### src/rtl/dng_pkg.sv
`timescale 1ns / 1ps

package dng_pkg;

	localparam int AbsW  = 22;
	localparam int YearW = 14;
	localparam int MonW  = 4;
	localparam int DayW  = 5;

	localparam int Days400 = 146097;
	localparam int Days100 = 36524;
	localparam int Days4   = 1461;
	localparam int Days1   = 365;

	localparam int Years400 = 400;
	localparam int Years100 = 100;
	localparam int Years4   = 4;

	// reciprocal estimates: floor(x * R >> K) is the quotient or one less
	localparam int Div400Shift = 32;
	localparam longint Recip400 = (longint'(1) << Div400Shift) / Days400;
	localparam int Recip400W = $clog2(Recip400 + 1);
	localparam int Div4Shift = 26;
	localparam longint Recip4 = (longint'(1) << Div4Shift) / Days4;
	localparam int Recip4W = $clog2(Recip4 + 1);

	localparam int C400W = 5;   // up to 28 over the full field
	localparam int Rem400W = 18;
	localparam int C100W = 3;   // 0..4
	localparam int Rem100W = 16;
	localparam int C4W = 5;     // 0..24
	localparam int Rem4W = 11;
	localparam int C1W = 3;     // 0..4
	localparam int DoyW = 9;

	localparam int LastCent = 4;
	localparam int LastYear = 4;
	localparam int LeapYearIdx = 3;
	localparam int LastQuad = 24;
	localparam int QuadCent = 3;

	localparam logic [MonW-1:0] MonthDec = MonW'(12);
	localparam logic [DayW-1:0] DayDecLast = DayW'(31);

	typedef struct packed {
		logic [C400W-1:0]   c400;
		logic [Rem400W-1:0] rem;
	} div400_t;

	typedef struct packed {
		logic [YearW-1:0] ycnt;
		logic [C100W-1:0] c100;
		logic [C4W-1:0]   c4;
		logic [C1W-1:0]   c1;
		logic [DoyW-1:0]  day0;
	} split_t;

	// common-year days through the end of month m (m = 0..11)
	typedef logic [DoyW-1:0] cum_arr_t [12];
	localparam cum_arr_t CumDays = '{
		9'd0, 9'd31, 9'd59, 9'd90, 9'd120, 9'd151,
		9'd181, 9'd212, 9'd243, 9'd273, 9'd304, 9'd334
	};

	function automatic logic [DoyW-1:0] cum_days(input logic leap, input logic [MonW-1:0] m);
		logic [DoyW-1:0] v;
		v = (m < MonW'(12)) ? CumDays[m] : CumDays[11];
		if (leap && m >= MonW'(2))
			v = v + DoyW'(1);
		return v;
	endfunction

endpackage

### src/rtl/day_number_to_gregorian.sv
// Pipeline: the 400-year split (dng_div400), then the century/4-year/year split
// (dng_split), then the month search (dng_month).
// Throughput: one item per cycle; a stalled result holds the whole pipeline.
// Reset: arst_n clears all valid bits at once; the data registers are not reset.
`timescale 1ns / 1ps

module day_number_to_gregorian (
	input  logic                      clk,
	input  logic                      arst_n,
	input  logic                      in_valid,
	output logic                      in_stall,
	input  logic [dng_pkg::AbsW-1:0]  abs_day,
	output logic                      out_valid,
	input  logic                      out_stall,
	output logic [dng_pkg::YearW-1:0] year_out,
	output logic [dng_pkg::MonW-1:0]  month_out,
	output logic [dng_pkg::DayW-1:0]  day_out
);

	logic              en;
	logic              d4_vld, sp_vld;
	dng_pkg::div400_t  d4_data;
	dng_pkg::split_t   sp_data;

	assign en       = !(out_valid && out_stall);
	assign in_stall = !en;

	dng_div400 u_div400 (
		.clk      (clk),
		.arst_n   (arst_n),
		.en       (en),
		.in_vld   (in_valid),
		.abs_day  (abs_day),
		.out_vld  (d4_vld),
		.out_data (d4_data)
	);

	dng_split u_split (
		.clk      (clk),
		.arst_n   (arst_n),
		.en       (en),
		.in_vld   (d4_vld),
		.in_data  (d4_data),
		.out_vld  (sp_vld),
		.out_data (sp_data)
	);

	dng_month u_month (
		.clk       (clk),
		.arst_n    (arst_n),
		.en        (en),
		.in_vld    (sp_vld),
		.in_data   (sp_data),
		.out_vld   (out_valid),
		.year_out  (year_out),
		.month_out (month_out),
		.day_out   (day_out)
	);

	a_month_range: assert property (@(posedge clk) disable iff (!arst_n)
		out_valid |-> (month_out >= dng_pkg::MonW'(1) && month_out <= dng_pkg::MonW'(12)))
		else $error("month out of range");

	a_day_nonzero: assert property (@(posedge clk) disable iff (!arst_n)
		out_valid |-> (day_out != '0 && year_out != '0))
		else $error("zero day or year");

	a_feb_len: assert property (@(posedge clk) disable iff (!arst_n)
		(out_valid && month_out == dng_pkg::MonW'(2)) |-> (day_out <= dng_pkg::DayW'(29)))
		else $error("February too long");

	a_short_month: assert property (@(posedge clk) disable iff (!arst_n)
		(out_valid && (month_out == dng_pkg::MonW'(4) || month_out == dng_pkg::MonW'(6) ||
		 month_out == dng_pkg::MonW'(9) || month_out == dng_pkg::MonW'(11)))
		|-> (day_out <= dng_pkg::DayW'(30)))
		else $error("30-day month overrun");

endmodule

### src/rtl/dng_div400.sv
`timescale 1ns / 1ps

module dng_div400 (
	input  logic                        clk,
	input  logic                        arst_n,
	input  logic                        en,
	input  logic                        in_vld,
	input  logic [dng_pkg::AbsW-1:0]    abs_day,
	output logic                        out_vld,
	output dng_pkg::div400_t            out_data
);

	localparam int ProdW = dng_pkg::AbsW + dng_pkg::Recip400W;

	logic                         vld_s1, vld_s2, vld_s3;
	logic [dng_pkg::AbsW-1:0]     rest_s1, rest_s2;
	logic [dng_pkg::C400W-1:0]    est_s2;
	dng_pkg::div400_t             res_s3;

	logic [ProdW-1:0]             prod;
	logic [dng_pkg::AbsW-1:0]     diff;
	dng_pkg::div400_t             res;

	assign prod = ProdW'(rest_s1) * ProdW'(dng_pkg::Recip400);

	always_comb begin
		diff = rest_s2 - dng_pkg::AbsW'(est_s2 * dng_pkg::Days400);
		if (diff >= dng_pkg::AbsW'(dng_pkg::Days400)) begin
			res.c400 = est_s2 + dng_pkg::C400W'(1);
			res.rem  = dng_pkg::Rem400W'(diff - dng_pkg::AbsW'(dng_pkg::Days400));
		end else begin
			res.c400 = est_s2;
			res.rem  = dng_pkg::Rem400W'(diff);
		end
	end

	always_ff @(posedge clk or negedge arst_n) begin
		if (!arst_n) begin
			vld_s1 <= 1'b0;
			vld_s2 <= 1'b0;
			vld_s3 <= 1'b0;
		end else if (en) begin
			vld_s1 <= in_vld;
			vld_s2 <= vld_s1;
			vld_s3 <= vld_s2;
		end
	end

	always_ff @(posedge clk) begin
		if (en) begin
			// day zero is folded onto day one
			rest_s1 <= (abs_day == '0) ? '0 : abs_day - dng_pkg::AbsW'(1);
			rest_s2 <= rest_s1;
			est_s2  <= prod[dng_pkg::Div400Shift +: dng_pkg::C400W];
			res_s3  <= res;
		end
	end

	assign out_vld  = vld_s3;
	assign out_data = res_s3;

endmodule

### src/rtl/dng_split.sv
`timescale 1ns / 1ps

module dng_split (
	input  logic              clk,
	input  logic              arst_n,
	input  logic              en,
	input  logic              in_vld,
	input  dng_pkg::div400_t  in_data,
	output logic              out_vld,
	output dng_pkg::split_t   out_data
);

	localparam int ProdW = dng_pkg::Rem100W + dng_pkg::Recip4W;

	logic                          vld_s1, vld_s2, vld_s3, vld_s4;
	logic [dng_pkg::C100W-1:0]     c100_s1, c100_s2, c100_s3;
	logic [dng_pkg::Rem100W-1:0]   rem100_s1, rem100_s2;
	logic [dng_pkg::YearW-1:0]     ybase_s1, ybase_s2, ybase_s3;
	logic [dng_pkg::C4W-1:0]       est4_s2, c4_s3;
	logic [dng_pkg::Rem4W-1:0]     rem4_s3;
	dng_pkg::split_t               res_s4;

	logic [dng_pkg::C100W-1:0]     c100;
	logic [ProdW-1:0]              prod;
	logic [dng_pkg::Rem100W-1:0]   diff4;
	logic [dng_pkg::C4W-1:0]       c4;
	logic [dng_pkg::Rem4W-1:0]     rem4;
	logic [dng_pkg::C1W-1:0]       c1;
	dng_pkg::split_t               res;

	// centuries within the 400-year cycle: threshold compares
	always_comb begin
		c100 = '0;
		for (int k = 1; k <= dng_pkg::LastCent; k++)
			if (in_data.rem >= dng_pkg::Rem400W'(k * dng_pkg::Days100))
				c100 = c100 + dng_pkg::C100W'(1);
	end

	assign prod = ProdW'(rem100_s1) * ProdW'(dng_pkg::Recip4);

	always_comb begin
		diff4 = rem100_s2 - dng_pkg::Rem100W'(est4_s2 * dng_pkg::Days4);
		if (diff4 >= dng_pkg::Rem100W'(dng_pkg::Days4)) begin
			c4   = est4_s2 + dng_pkg::C4W'(1);
			rem4 = dng_pkg::Rem4W'(diff4 - dng_pkg::Rem100W'(dng_pkg::Days4));
		end else begin
			c4   = est4_s2;
			rem4 = dng_pkg::Rem4W'(diff4);
		end
	end

	always_comb begin
		c1 = '0;
		for (int k = 1; k <= dng_pkg::LastYear; k++)
			if (rem4_s3 >= dng_pkg::Rem4W'(k * dng_pkg::Days1))
				c1 = c1 + dng_pkg::C1W'(1);
		res.c100 = c100_s3;
		res.c4   = c4_s3;
		res.c1   = c1;
		res.day0 = dng_pkg::DoyW'(rem4_s3 - dng_pkg::Rem4W'(c1 * dng_pkg::Days1));
		res.ycnt = ybase_s3 + dng_pkg::YearW'(c1);
	end

	always_ff @(posedge clk or negedge arst_n) begin
		if (!arst_n) begin
			vld_s1 <= 1'b0;
			vld_s2 <= 1'b0;
			vld_s3 <= 1'b0;
			vld_s4 <= 1'b0;
		end else if (en) begin
			vld_s1 <= in_vld;
			vld_s2 <= vld_s1;
			vld_s3 <= vld_s2;
			vld_s4 <= vld_s3;
		end
	end

	always_ff @(posedge clk) begin
		if (en) begin
			c100_s1   <= c100;
			rem100_s1 <= dng_pkg::Rem100W'(in_data.rem -
				dng_pkg::Rem400W'(c100 * dng_pkg::Days100));
			ybase_s1  <= dng_pkg::YearW'(in_data.c400 * dng_pkg::Years400) +
				dng_pkg::YearW'(c100 * dng_pkg::Years100);

			c100_s2   <= c100_s1;
			rem100_s2 <= rem100_s1;
			ybase_s2  <= ybase_s1;
			est4_s2   <= prod[dng_pkg::Div4Shift +: dng_pkg::C4W];

			c100_s3   <= c100_s2;
			c4_s3     <= c4;
			rem4_s3   <= rem4;
			ybase_s3  <= ybase_s2 + dng_pkg::YearW'(c4 * dng_pkg::Years4);

			res_s4    <= res;
		end
	end

	assign out_vld  = vld_s4;
	assign out_data = res_s4;

endmodule

### src/rtl/dng_month.sv
`timescale 1ns / 1ps

module dng_month (
	input  logic                      clk,
	input  logic                      arst_n,
	input  logic                      en,
	input  logic                      in_vld,
	input  dng_pkg::split_t           in_data,
	output logic                      out_vld,
	output logic [dng_pkg::YearW-1:0] year_out,
	output logic [dng_pkg::MonW-1:0]  month_out,
	output logic [dng_pkg::DayW-1:0]  day_out
);

	logic                        vld_s1, vld_s2;
	logic                        dec_s1, leap_s1;
	logic [dng_pkg::YearW-1:0]   year_s1, year_s2;
	logic [dng_pkg::DoyW-1:0]    doy_s1;
	logic [dng_pkg::MonW-1:0]    mon_s1, mon_s2;
	logic [dng_pkg::DayW-1:0]    day_s2;

	logic                        dec, leap;
	logic [dng_pkg::DoyW-1:0]    doy;
	logic [dng_pkg::MonW-1:0]    mon;

	always_comb begin
		// last day of a leap cycle lands on 31 December of the counted year
		dec  = (in_data.c100 == dng_pkg::C100W'(dng_pkg::LastCent)) ||
			(in_data.c1 == dng_pkg::C1W'(dng_pkg::LastYear));
		// next year is divisible by 4; not by 100 unless also by 400
		leap = (in_data.c1 == dng_pkg::C1W'(dng_pkg::LeapYearIdx)) &&
			((in_data.c4 != dng_pkg::C4W'(dng_pkg::LastQuad)) ||
			 (in_data.c100 == dng_pkg::C100W'(dng_pkg::QuadCent)));
		doy  = in_data.day0 + dng_pkg::DoyW'(1);
		mon  = dng_pkg::MonW'(1);
		for (int m = 1; m < 12; m++)
			if (doy > dng_pkg::cum_days(leap, dng_pkg::MonW'(m)))
				mon = mon + dng_pkg::MonW'(1);
	end

	always_ff @(posedge clk or negedge arst_n) begin
		if (!arst_n) begin
			vld_s1 <= 1'b0;
			vld_s2 <= 1'b0;
		end else if (en) begin
			vld_s1 <= in_vld;
			vld_s2 <= vld_s1;
		end
	end

	always_ff @(posedge clk) begin
		if (en) begin
			dec_s1  <= dec;
			leap_s1 <= leap;
			year_s1 <= dec ? in_data.ycnt : in_data.ycnt + dng_pkg::YearW'(1);
			doy_s1  <= doy;
			mon_s1  <= mon;

			year_s2 <= year_s1;
			mon_s2  <= dec_s1 ? dng_pkg::MonthDec : mon_s1;
			day_s2  <= dec_s1 ? dng_pkg::DayDecLast :
				dng_pkg::DayW'(doy_s1 - dng_pkg::cum_days(leap_s1, mon_s1 - dng_pkg::MonW'(1)));
		end
	end

	assign out_vld   = vld_s2;
	assign year_out  = year_s2;
	assign month_out = mon_s2;
	assign day_out   = day_s2;

endmodule

### config.mk
export PLATFORM = sky130hd
export DESIGN_NAME = day_number_to_gregorian
export DESIGN_NICKNAME = d
export VERILOG_FILES = /design/src/rtl/dng_pkg.sv /design/src/rtl/day_number_to_gregorian.sv /design/src/rtl/dng_div400.sv /design/src/rtl/dng_split.sv /design/src/rtl/dng_month.sv
export SDC_FILE = /design/constraint.sdc
export NUM_CORES = 1
export LEC_CHECK = 0
export BUFFER_PORTS_ARGS = -buffer_cell sky130_fd_sc_hd__buf_2
export CAP_MARGIN = 0
export CORE_MARGIN = 1.5
export CORE_UTILIZATION = 30
export CTS_CLUSTER_DIAMETER = 30
export DETAILED_ROUTE_END_ITERATION = 7
export GPL_TIMING_DRIVEN = 1
export PLACE_DENSITY_LB_ADDON = 0.15
export SLEW_MARGIN = 25
export SYNTH_ARGS = -nofsm -noshare
export SYNTH_HDL_FRONTEND = slang
export SYNTH_SLANG_ARGS = --single-unit
### constraint.sdc
create_clock -name clk -period 14.45 [get_ports clk]
set_input_delay 1.445 -clock clk [delete_from_list [all_inputs] [get_ports clk]]
set_output_delay 1.445 -clock clk [all_outputs]
set_load 0.005 [all_outputs]
Yosys cells after proc, flatten, opt, wreduce, memory -nomap -nowiden:

Memories as Yosys holds them, arrays and structs flattened.
Index checks and enable logic that the tools add are counted.

* ROM bits: 144
* logic and storage cells: 154
* input port bits: 26
* flip-flop bits (word level): 267
* output and inout port bits: 25
* memories: 1

* $mul: 8
* equal/unequal tests: 5
* add/subtract/negate cells: 33
* reduce and logical (&&, ||, !) cells: 6
* order comparisons: 24
* bitwise logic cells: 1
* mux-type cells: 38

Memories
* (name not given): words 16, bits a word 9, rd ports 1, clocked after Yosys merged registers in 0, write ports 0, line dng_pkg.sv:67 `v = (m < MonW'(12)) ? CumDays[m] : CumDays[11];`

Operators by type and width (number)
* two-way mux 4 bit: 11
* adder 4 x 1 -> 4 bit (second input constant): 10
* >= comparator 18 x 17 -> 1 bit (second input constant): 2
* greater-than comparator 9 x 8 -> 1 bit: 4
* multiplier 22 x 14 -> 36 bit (second input constant): 1
* subtractor 16 bit: 2
* multiplier 16 x 16 -> 31 bit (second input constant): 1
* two-way mux 5 bit: 6
* greater-than comparator 9 bit: 3
* two-way mux 3 bit: 8
* two-way mux 23 bit: 1
* >= comparator 11 bit (second input constant): 2
* >= comparator 22 x 18 -> 1 bit (second input constant): 1
* logical NOT 22 bit: 1
* multiplier 5 x 18 -> 22 bit (second input constant): 1
* subtractor 22 x 1 -> 22 bit (second input constant): 1
* subtractor 22 bit: 1
* >= comparator 18 x 16 -> 1 bit (second input constant): 1
* >= comparator 18 bit (second input constant): 1
* greater-than comparator 9 x 7 -> 1 bit: 2
* subtractor 18 bit (second input constant): 1
* >= comparator 16 x 11 -> 1 bit (second input constant): 1
* multiplier 5 x 11 -> 16 bit (second input constant): 1
* adder 5 x 1 -> 5 bit (second input constant): 3
* 32 further kinds: 49

Logic depth before layout (Yosys ltp):

Gate-level depths: netlist of the first run.

* depth after elaboration: 24
* depth in mapped cells: 36
* mapped depth without buffers: 35

Cells and area by module:

A second synthesis of the first run with hierarchy kept.

* cells, all modules: 2769
* area, all modules: 29417.0 um^2

Modules (own cells, without submodules)
* dng_split: times used 1, area each 13603.0 um^2, seq. area each 3883.7 um^2, cells each 1222
* dng_div400: times used 1, area each 11395.9 um^2, seq. area each 2237.1 um^2, cells each 1089
* dng_month: times used 1, area each 4408.0 um^2, seq. area each 1491.4 um^2, cells each 456
* day_number_to_gregorian: times used 1, area each 10.0 um^2, seq. area each 0.0 um^2, cells each 2

Worst setup path after synthesis of the first run:

Ideal clock, no wire load.

* path kind: input to output
* start point: input out_stall
* end point: output in_stall
* setup slack: 4.209 ns
* arrival: 8.796 ns
* required time: 13.005 ns
* cell stages on the path: 3
* path buffers: 1
* cells stage by stage: nand2_1 clkbuf_1 inv_1

* longest elaborated chain between the ends: 1

RTL lines
* start, declared: line day_number_to_gregorian.sv:14 `input logic out_stall,`
* logical AND 1 bit: line day_number_to_gregorian.sv:25 `assign en = !(out_valid && out_stall);`
* end, declared: line day_number_to_gregorian.sv:11 `output logic in_stall,`

Every way passes these cells.

Worst setup path in the final report of the first run:

* start point: register u_split.res_s4 (netlist bit u_split.out_data[9])
* end point: register u_month.mon_s1[1] in the netlist's numbering, data pin

* longest elaborated chain between the ends: 23
* elaborated cells between the ends (all ways): 41
* those cells by class: 9 x add/sub; 10 x order compare; 1 x eq/ne; 20 x mux; 1 x reduce/logical

RTL lines
* start, declared: line dng_split.sv:21 `dng_pkg::split_t res_s4;`
* start signal, assigned: line dng_split.sv:96 `res_s4 <= res;`
* equality test 3 x 2 -> 1 bit (*): line dng_month.sv:31 `leap = (in_data.c1 == dng_pkg::C1W'(dng_pkg::LeapYearIdx)) &&`
* logical AND 1 bit (*): line dng_month.sv:31
* two-way mux 3 bit: line dng_pkg.sv:68 `if (leap && m >= MonW'(2))`
* greater-than comparator 9 x 6 -> 1 bit: line dng_month.sv:37 `if (doy > dng_pkg::cum_days(leap, dng_pkg::MonW'(m)))`
* two-way mux 4 bit: line dng_month.sv:37
* adder 4 x 1 -> 4 bit: line dng_month.sv:38 `mon = mon + dng_pkg::MonW'(1);`
* two-way mux 4 bit: line dng_month.sv:37
* adder 4 x 1 -> 4 bit: line dng_month.sv:38
* (+8 left out)
* two-way mux 4 bit: line dng_month.sv:37
* adder 4 x 1 -> 4 bit: line dng_month.sv:38
* two-way mux 4 bit: line dng_month.sv:37
* adder 4 x 1 -> 4 bit: line dng_month.sv:38
* two-way mux 4 bit: line dng_month.sv:37
* adder 4 x 1 -> 4 bit: line dng_month.sv:38
* two-way mux 4 bit (*): line dng_month.sv:37
* named net u_month.mon, one bit: line dng_month.sv:24 `logic [dng_pkg::MonW-1:0] mon;`
* end signal, assigned: line dng_month.sv:57 `mon_s1 <= mon;`
* end, declared: line dng_month.sv:19 `logic [dng_pkg::MonW-1:0] mon_s1, mon_s2;`

The timed path passes the listed nets; every way through them passes the cells marked *.
A chain may end at the register's enable or synchronous reset.

==> results of run 1 <==
[registers in the layout, indices dropped and copies added (netlist names), 14 cells and up]
name               flops
u_split.rem100_s1     16
u_div400.rest_s1      22
u_split.out_data      32
u_div400.out_data     23
u_month.year_s1       14
u_div400.rest_s2      22
u_split.rem100_s2     16
u_month.year_out      14
[metrics by stage]
| stage | instances | hold WS [ns] | setup slack, ns |
|---|---|---|---|
| 6_report | 3929 | 0.3892 | 6.882 |
| 5_1_grt | 3929 | 0.4090 | 6.264 |
| 4_1_cts | 3929 | 0.3933 | 6.837 |
| 3_5_place_dp | 3798 | 0.4045 | 6.852 |
| 3_3_place_gp | 3798 | 0.4021 | 7.093 |
| 2_1_floorplan | 2515 | 0.4003 | 4.209 |
[kinds of logic after synthesis]
group | synth area share
buffers and inverters | 0.06914
xor gates and xnor gates | 0.07189
adders and majority gates | 0.4176
and+or+nand+nor | 0.07288
muxes | 0.01062
AOI/OAI and AO/OA | 0.08422
DFF | 0.2737
[area by class of cell]
| class | count | area [sq um] | area share |
|---|---|---|---|
| Multi-Input combinational cell | 1755 | 18290 | 0.5701 |
| Sequential cell | 255 | 7612 | 0.2373 |
| Inverter | 489 | 1836 | 0.05723 |
| Clock buffer | 75 | 1792 | 0.05586 |
| Tap cell | 1243 | 1555 | 0.04849 |
| Clock inverter | 56 | 695.7 | 0.02169 |
| Timing Repair Buffer | 56 | 299.0 | 0.009323 |
[metal layers]
metal  vias to the layer above  track usage  routed length (um)  part of all wire
li1                       8768            -                   -                 -
met2                       179       0.2208               28530              0.50
met1                      8748       0.1593               25480              0.45
met4                         0      0.02979                 999             0.018
met5                         -            0                   0                 0
met3                        84      0.02271                1730             0.030
[worst paths after layout]
check	depth (start not counted)	from	end	slack (ns)
setup reg to reg	30	u_split.out_data[9]	u_month.mon_s1[1]	6.88
hold / removal	0	u_div400.out_data[0]	u_split.rem100_s1[0]	0.39
hold reg to reg	0	u_div400.out_data[0]	u_split.rem100_s1[0]	0.39
max in group asynchronous	1	arst_n	u_month.out_vld	13.59
min in group asynchronous	1	arst_n	u_div400.vld_s1	0.69
setup / recovery	30	u_split.out_data[9]	u_month.mon_s1[1]	6.88
[cell usage in the layout, fill, tap and decap left out, drive strengths merged, types with 9 or more instances in the layout]
cell    instances
nor2          102
a21o           45
clkinv         35
nand2          99
mux2           14
mux2i          13
clkbuf         75
a21oi          94
nor3           24
o21bai         12
nand4          10
nor2b          27
buf            56
nand3          34
dfrtp           9
or3            14
ha            477
edfxtp        246
and3           14
xnor2         151
or2             9
bufinv         10
nor4           10
nand2b         26
o21a           16
fa            282
xor2           64
inv           493
a21boi         13
o21ai          72
a31oi          12
o31ai          11
[cell usage after synthesis, types with 10 or more instances]
cell / n / area, sq um
o31ai_1: 11 / 82.58
o21a_1: 15 / 112.6
mux2i_1: 13 / 130.1
a31oi_1: 11 / 68.82
edfxtp_1: 246 / 7387
fa_1: 282 / 5645
or3_1: 14 / 87.58
a21oi_1: 92 / 460.4
xor2_1: 63 / 551.8
inv_1: 489 / 1836
nand2b_1: 26 / 162.7
mux2_2: 12 / 135.1
o21ai_0: 69 / 345.3
clkbuf_1: 10 / 37.54
a21boi_0: 12 / 90.09
o21bai_1: 12 / 90.09
xnor2_1: 147 / 1287
nand2_1: 99 / 371.6
nor4_1: 10 / 62.56
nor2b_1: 27 / 168.9
ha_1: 477 / 5968
nand3_1: 32 / 160.2
and3_1: 14 / 87.58
nor2_1: 101 / 379.1
nor3_1: 24 / 120.1
a21o_1: 45 / 337.8
==> results_dict.tcl, run 1 <==
set metrics [dict create \
    synth_cells 2515 \
    synthFlopType "edfxtp_1" \
    gp_congestion 0.8279 \
    drtIter0Drc 647 \
    cts_resized 0 \
    dieWidth_um 307.5 \
    hpwl_mm 45.77 \
    criticalPathCategory "reg2reg" \
    post_dp_cell_area_sq_um 29580 \
    cpLargestDelayFamily "adder cells" \
    dieArea_sq_um 94540 \
    maxCapViolations 0 \
    die_h_um 307.5 \
    fin_nets 3413 \
    overflow 0 \
    hold_class "reg2reg" \
    status "finished, final reports clean" \
    fin_util 0.3494 \
    cp-start-kind "flip-flop" \
    fillerInstances 9104 \
    cts_hold_buf 0 \
    yosys_warnings 0 \
    root_buffer "clkbuf_16" \
    fin_worst_skew_ns 0.03900 \
    drc 0 \
    vias 17780 \
    async_reset_ff_frac 0.03529 \
    clock_path_buffers 3 \
    postCtsSetupRepairBufs 0 \
    critPathMaxFanout 10 \
    clock.fmax_mhz 132.1 \
    via_per_inst 4.525 \
    drt_first_pass_iters 5 \
    port_buffers 50 \
    seq_area_frac_synth 0.2737 \
    drtAntennaViolNets 0 \
    slew_headroom 0.3567 \
    routed_wl_mm 56.75 \
    setup_viol 0 \
    finalInstanceArea_sq_um 32070 \
    cpPeakStageDelay_ns 0.45 \
    grt_max_degree 83 \
    antenna_found_initial 0 \
    insertion_delay_ns 0.61 \
    clkSinkCount 255 \
    syn_nets 3300 \
    clk_pin_slew_ns 0.04 \
    critPathArrivalTime_ns 7.91 \
    synth_edf_count 246 \
    cts_buffers 71 \
    required_ns 14.79 \
    row_count 111 \
    synth_area_sq_um 27810 \
    num_io_pins 51 \
    slew_viol_final 0 \
    ys_seq_elements 255 \
    synth.distinct_cells 88 \
    worstPathBufferInverterCount 4 \
    track_usage 0.1257 \
    fin_crit_sh 0.5238 \
    hold_violations 0 \
    cts_tree "done" \
    rsz0062_at_grt "no" \
    insertedDiodeCount 0 \
    core-area_sq_um 91800 \
    grt_pass1_vias 19190 \
    tightestPinTransition_ns 0.9650 \
    synth.avg_cell_area_sq_um 11.06 \
    cp-end-kind "flip-flop" \
    path_common_cell "ha_1" \
    htree_num_levels 3 \
    grt_pass1_wl_mm 96.34 \
    detail_route.wl_per_cell_um 14.44 \
    layout-drive-gt1-share 0.08042 \
    start_util 0.3030 \
    synthToLayoutAreaGrowth_pct 15.32 \
    min_period_ns 7.568 \
    cp_slowest_cell "edfxtp_1" \
    fin_tns_setup_ns 0 \
]
Power of run 1 is not shown: default switching activity piles up to over one toggle a cycle in this logic, so the estimate is an artifact.
==> run 2: changes to the inputs <==
==> constraint.sdc (replaced) <==
create_clock -name clk -period 7.66 [get_ports clk]
set_input_delay 0.766 -clock clk [delete_from_list [all_inputs] [get_ports clk]]
set_output_delay 0.766 -clock clk [all_outputs]
set_load 0.005 [all_outputs]
==> results_dict.tcl, run 2 (synthesis gave the netlist of run 1 again) <==
set metrics [dict create \
    status "finished, final reports clean" \
    grt_max_degree 72 \
    path_common_cell "ha_1" \
    fin_worst_skew_ns 0.02673 \
    slew_viol_final 0 \
    insertion_delay_ns 0.61 \
    cts_buffers 61 \
    min_period_ns 7.047 \
    tightestPinTransition_ns 0.8547 \
    grt_pass1_vias 18870 \
    fin_tns_setup_ns 0 \
    vias 17700 \
    critPathMaxFanout 5 \
    drt_first_pass_iters 5 \
    cpLargestDelayFamily "adder cells" \
    synthToLayoutAreaGrowth_pct 14.35 \
    layout_common_cells "inv_1, ha_1, fa_1, edfxtp_1, xnor2_1" \
    fin_nets 3419 \
    criticalPathCategory "reg2reg" \
    cp-end-kind "flip-flop" \
    drc 0 \
    hold_violations 0 \
    cp_slowest_cell "ha_2" \
    critPathArrivalTime_ns 7.40 \
    setup_viol 0 \
    fin_util 0.3464 \
    core-area_sq_um 91800 \
    start_util 0.3030 \
    gp_congestion 0.8299 \
    worstPathBufferInverterCount 4 \
    hpwl_mm 46.51 \
    clock_path_buffers 3 \
    routed_wl_mm 56.72 \
    clk_pin_slew_ns 0.05 \
    rsz0062_at_grt "no" \
    drtIter0Drc 694 \
    detail_route.wl_per_cell_um 14.43 \
    fin_crit_sh 0.9200 \
    cpPeakStageDelay_ns 0.38 \
    layout-drive-gt1-share 0.08414 \
    cp-start-kind "flip-flop" \
    row_count 111 \
    htree_num_levels 2 \
    drtAntennaViolNets 0 \
    port_buffers 50 \
    layout_commonest_cell "inv_1" \
    track_usage 0.1247 \
    dieWidth_um 307.5 \
    die_h_um 307.5 \
    overflow 0 \
    fillerInstances 9238 \
    via_per_inst 4.504 \
    largest_reg_flops 32 \
    required_ns 8.01 \
    clkSinkCount 255 \
    grt_pass1_wl_mm 95.84 \
    maxCapViolations 0 \
    cts_tree "done" \
    dieArea_sq_um 94540 \
    antenna_found_initial 0 \
    slew_headroom 0.4302 \
    clock.fmax_mhz 141.9 \
    num_io_pins 51 \
    whs_ns 0.3910 \
    root_buffer "clkbuf_16" \
    hold_class "in2reg" \
]
## run 2: layout make-up
class	instances	area, sq um	share of cell area
multi-input combinational	1755	18320	0.5761
antenna	1	2.502	0.00007868
timing repair buffer	72	417.9	0.01314
sequential	255	7612	0.2393
tap	1243	1555	0.04890
clock buffer	71	1625	0.05110
clock inverter	44	432.9	0.01361
inverter	489	1836	0.05771
## run 2: stage by stage
stage / setup slack [ns] / cells / area (sq um)
4_1_cts: 0.04441 / 3926 / 31740
6_report: 0.6130 / 3930 / 31800
2_1_floorplan: 0.9295 / 2515 / 27810
3_5_place_dp: 0.08972 / 3810 / 29670
3_3_place_gp: 0.2922 / 3810 / 29670
5_1_grt: 0.09549 / 3929 / 31800
## run 2: path summary, 6_finish.rpt
kind | to | cells past startpoint | startpoint | slack (ns)
setup / recovery | u_month.mon_s1[1] | 31 | u_split.out_data[13] | 0.61
hold / removal | u_div400.vld_s1 | 2 | in_valid | 0.39
setup reg to reg | u_month.mon_s1[1] | 31 | u_split.out_data[13] | 0.61
hold reg to reg | u_split.ybase_s2[4] | 0 | u_split.ybase_s1[4] | 0.41
max in group asynchronous | u_split.vld_s3 | 2 | arst_n | 6.95
min in group asynchronous | u_month.out_vld | 2 | arst_n | 0.53
## run 2: worst register-to-register path: cells and delay by family (launching register included)
kind | cells | cell delay (ns)
adder cells (fa/ha/maj) | 7 | 2.08
AO/OA/AOI/OAI | 8 | 1.66
XOR/XNOR | 4 | 0.66
flip-flops | 1 | 0.35
multiplexers | 4 | 1.07
buffers and inverters | 4 | 0.32
AND/OR/NAND/NOR | 4 | 0.63
## run 2: repair_timing
action | in CTS | in global routing
endpoints found under the setup margin | 0 | 3
endpoints found under the hold margin | 9 | 0
setup buffers | 0 | 3
resized for setup | 0 | 7
hold buffers | 1 | 0
## run 2: routing by layer
metal | up-vias | routed length (um) | global-route usage
li1 | 8762 | - | -
met1 | 8730 | 25660 | 0.1587
met2 | 147 | 28750 | 0.2234
met3 | 62 | 1408 | 0.01741
met4 | 0 | 901 | 0.02635
met5 | - | 0 | 0
Power of run 2 is left out for the same reason.
==> run 3: changes to the inputs <==
--- a/config.mk
+++ b/config.mk
@@ -7,6 +7,8 @@
 export LEC_CHECK = 0
 export BUFFER_PORTS_ARGS = -buffer_cell sky130_fd_sc_hd__buf_2
 export CAP_MARGIN = 0
+export CELL_PAD_IN_SITES_DETAIL_PLACEMENT = 1
+export CELL_PAD_IN_SITES_GLOBAL_PLACEMENT = 2
 export CORE_MARGIN = 1.5
 export CORE_UTILIZATION = 30
 export CTS_CLUSTER_DIAMETER = 30
==> results_dict.tcl, run 3 (synthesis gave the netlist of run 1 again) <==
set metrics [dict create \
    num_io_pins 51 \
    status "finished, final reports clean" \
    slew_headroom 0.3985 \
    start_util 0.3030 \
    hold_violations 0 \
    critPathArrivalTime_ns 7.48 \
    clk_pin_slew_ns 0.04 \
    core-area_sq_um 91800 \
    setup_viol 0 \
    clock_path_buffers 3 \
    row_count 111 \
    place_ws_ns 0.1797 \
    drtAntennaViolNets 0 \
    hold_class "in2reg" \
    vias 18020 \
    required_ns 7.99 \
    cpLargestDelayFamily "adder cells" \
    grt_pass1_wl_mm 105.3 \
    drc 0 \
    track_usage 0.1391 \
    synthToLayoutAreaGrowth_pct 16.03 \
    cts_buffers 69 \
    criticalPathCategory "reg2reg" \
    routed_wl_mm 63.07 \
    maxCapViolations 0 \
    path_common_cell "ha_1" \
    clkSinkCount 255 \
    fin_crit_sh 0.9326 \
    layout_commonest_cell "inv_1" \
    cts_tree "done" \
    insertedDiodeCount 0 \
    whs_ns 0.4151 \
    cp-end-kind "flip-flop" \
    worstPathBufferInverterCount 4 \
    fillerInstances 10070 \
    slew_viol_final 0 \
    tightestPinTransition_ns 0.8940 \
    clock.fmax_mhz 140.0 \
    cp-start-kind "flip-flop" \
    die_h_um 307.5 \
    insertion_delay_ns 0.60 \
    largest_reg_flops 32 \
    fin_nets 3424 \
    hpwl_mm 51.21 \
    grt_pass1_vias 20060 \
    via_per_inst 4.575 \
    cp_slowest_cell "ha_2" \
    antenna_found_initial 0 \
    drtIter0Drc 611 \
    gp_congestion 0.7862 \
    overflow 0 \
    layout-drive-gt1-share 0.08609 \
    fin_worst_skew_ns 0.02427 \
    layout_common_cells "inv_1, ha_1, fa_1, edfxtp_1, xnor2_1" \
    root_buffer "clkbuf_16" \
    drt_first_pass_iters 5 \
    detail_route.wl_per_cell_um 16.02 \
    htree_num_levels 3 \
    critPathMaxFanout 10 \
    cpPeakStageDelay_ns 0.44 \
    dieArea_sq_um 94540 \
    min_period_ns 7.144 \
    fin_ws_ns 0.5162 \
    grt_max_degree 191 \
    dieWidth_um 307.5 \
    port_buffers 50 \
]
## run 3: cell count changes in the layout (fill, tap and decap cells not counted), sizes merged
cell	change
buf	-3
inv	+3
diode	-1
bufinv	+12
clkinv	-12
clkbuf	+9
## run 3: repair_timing
item                                    4_1_cts  5_1_grt
gates resized for setup                       0        5
hold buffers                                  1        0
endpoints found under the setup margin        0        3
buffers inserted                              0        2
hold endpoints to repair                      9        0
## run 3: layout make-up
cell class	count	area, sq um	area share
multi-input cells	1755	18310	0.5674
clock inverters	47	753.2	0.02334
repair buffers	69	427.9	0.01326
well taps	1243	1555	0.04819
inverters	489	1836	0.05688
flip-flops and latches	255	7612	0.2359
clock buffers	80	1778	0.05509
## run 3: through the flow
step / util / TNS [ns] / std cells / cell area (sq um)
3_3_place_gp: 0.3231 / 0 / 3807 / 29660
2_1_floorplan: - / 0 / 2515 / 27810
5_1_grt: 0.3515 / -0.02259 / 3938 / 32270
3_5_place_dp: 0.3231 / 0 / 3807 / 29660
6_report: 0.3515 / 0 / 3938 / 32270
4_1_cts: 0.3508 / 0 / 3935 / 32200
## run 3: final timing paths
| kind | from | to | slack (ns) | depth (start not counted) |
|---|---|---|---|---|
| worst max-delay path | u_split.out_data[13] | u_month.mon_s1[1] | 0.52 | 31 |
| worst min register to register | u_split.ybase_s1[11] | u_split.ybase_s2[11] | 0.42 | 0 |
| max in group asynchronous | arst_n | u_month.vld_s1 | 6.92 | 2 |
| worst min-delay path | in_valid | u_div400.vld_s1 | 0.42 | 2 |
| min in group asynchronous | arst_n | u_div400.out_vld | 0.56 | 2 |
| worst max register to register | u_split.out_data[13] | u_month.mon_s1[1] | 0.52 | 31 |
## run 3: per-layer routing
metal | share of wire | track usage | up-vias
met4 | 0.017 | 0.03299 | 0
met2 | 0.50 | 0.2437 | 137
met1 | 0.46 | 0.1782 | 9025
met5 | 0 | 0 | -
met3 | 0.026 | 0.02278 | 85
li1 | - | - | 8769
Power of run 3 is left out for the same reason.
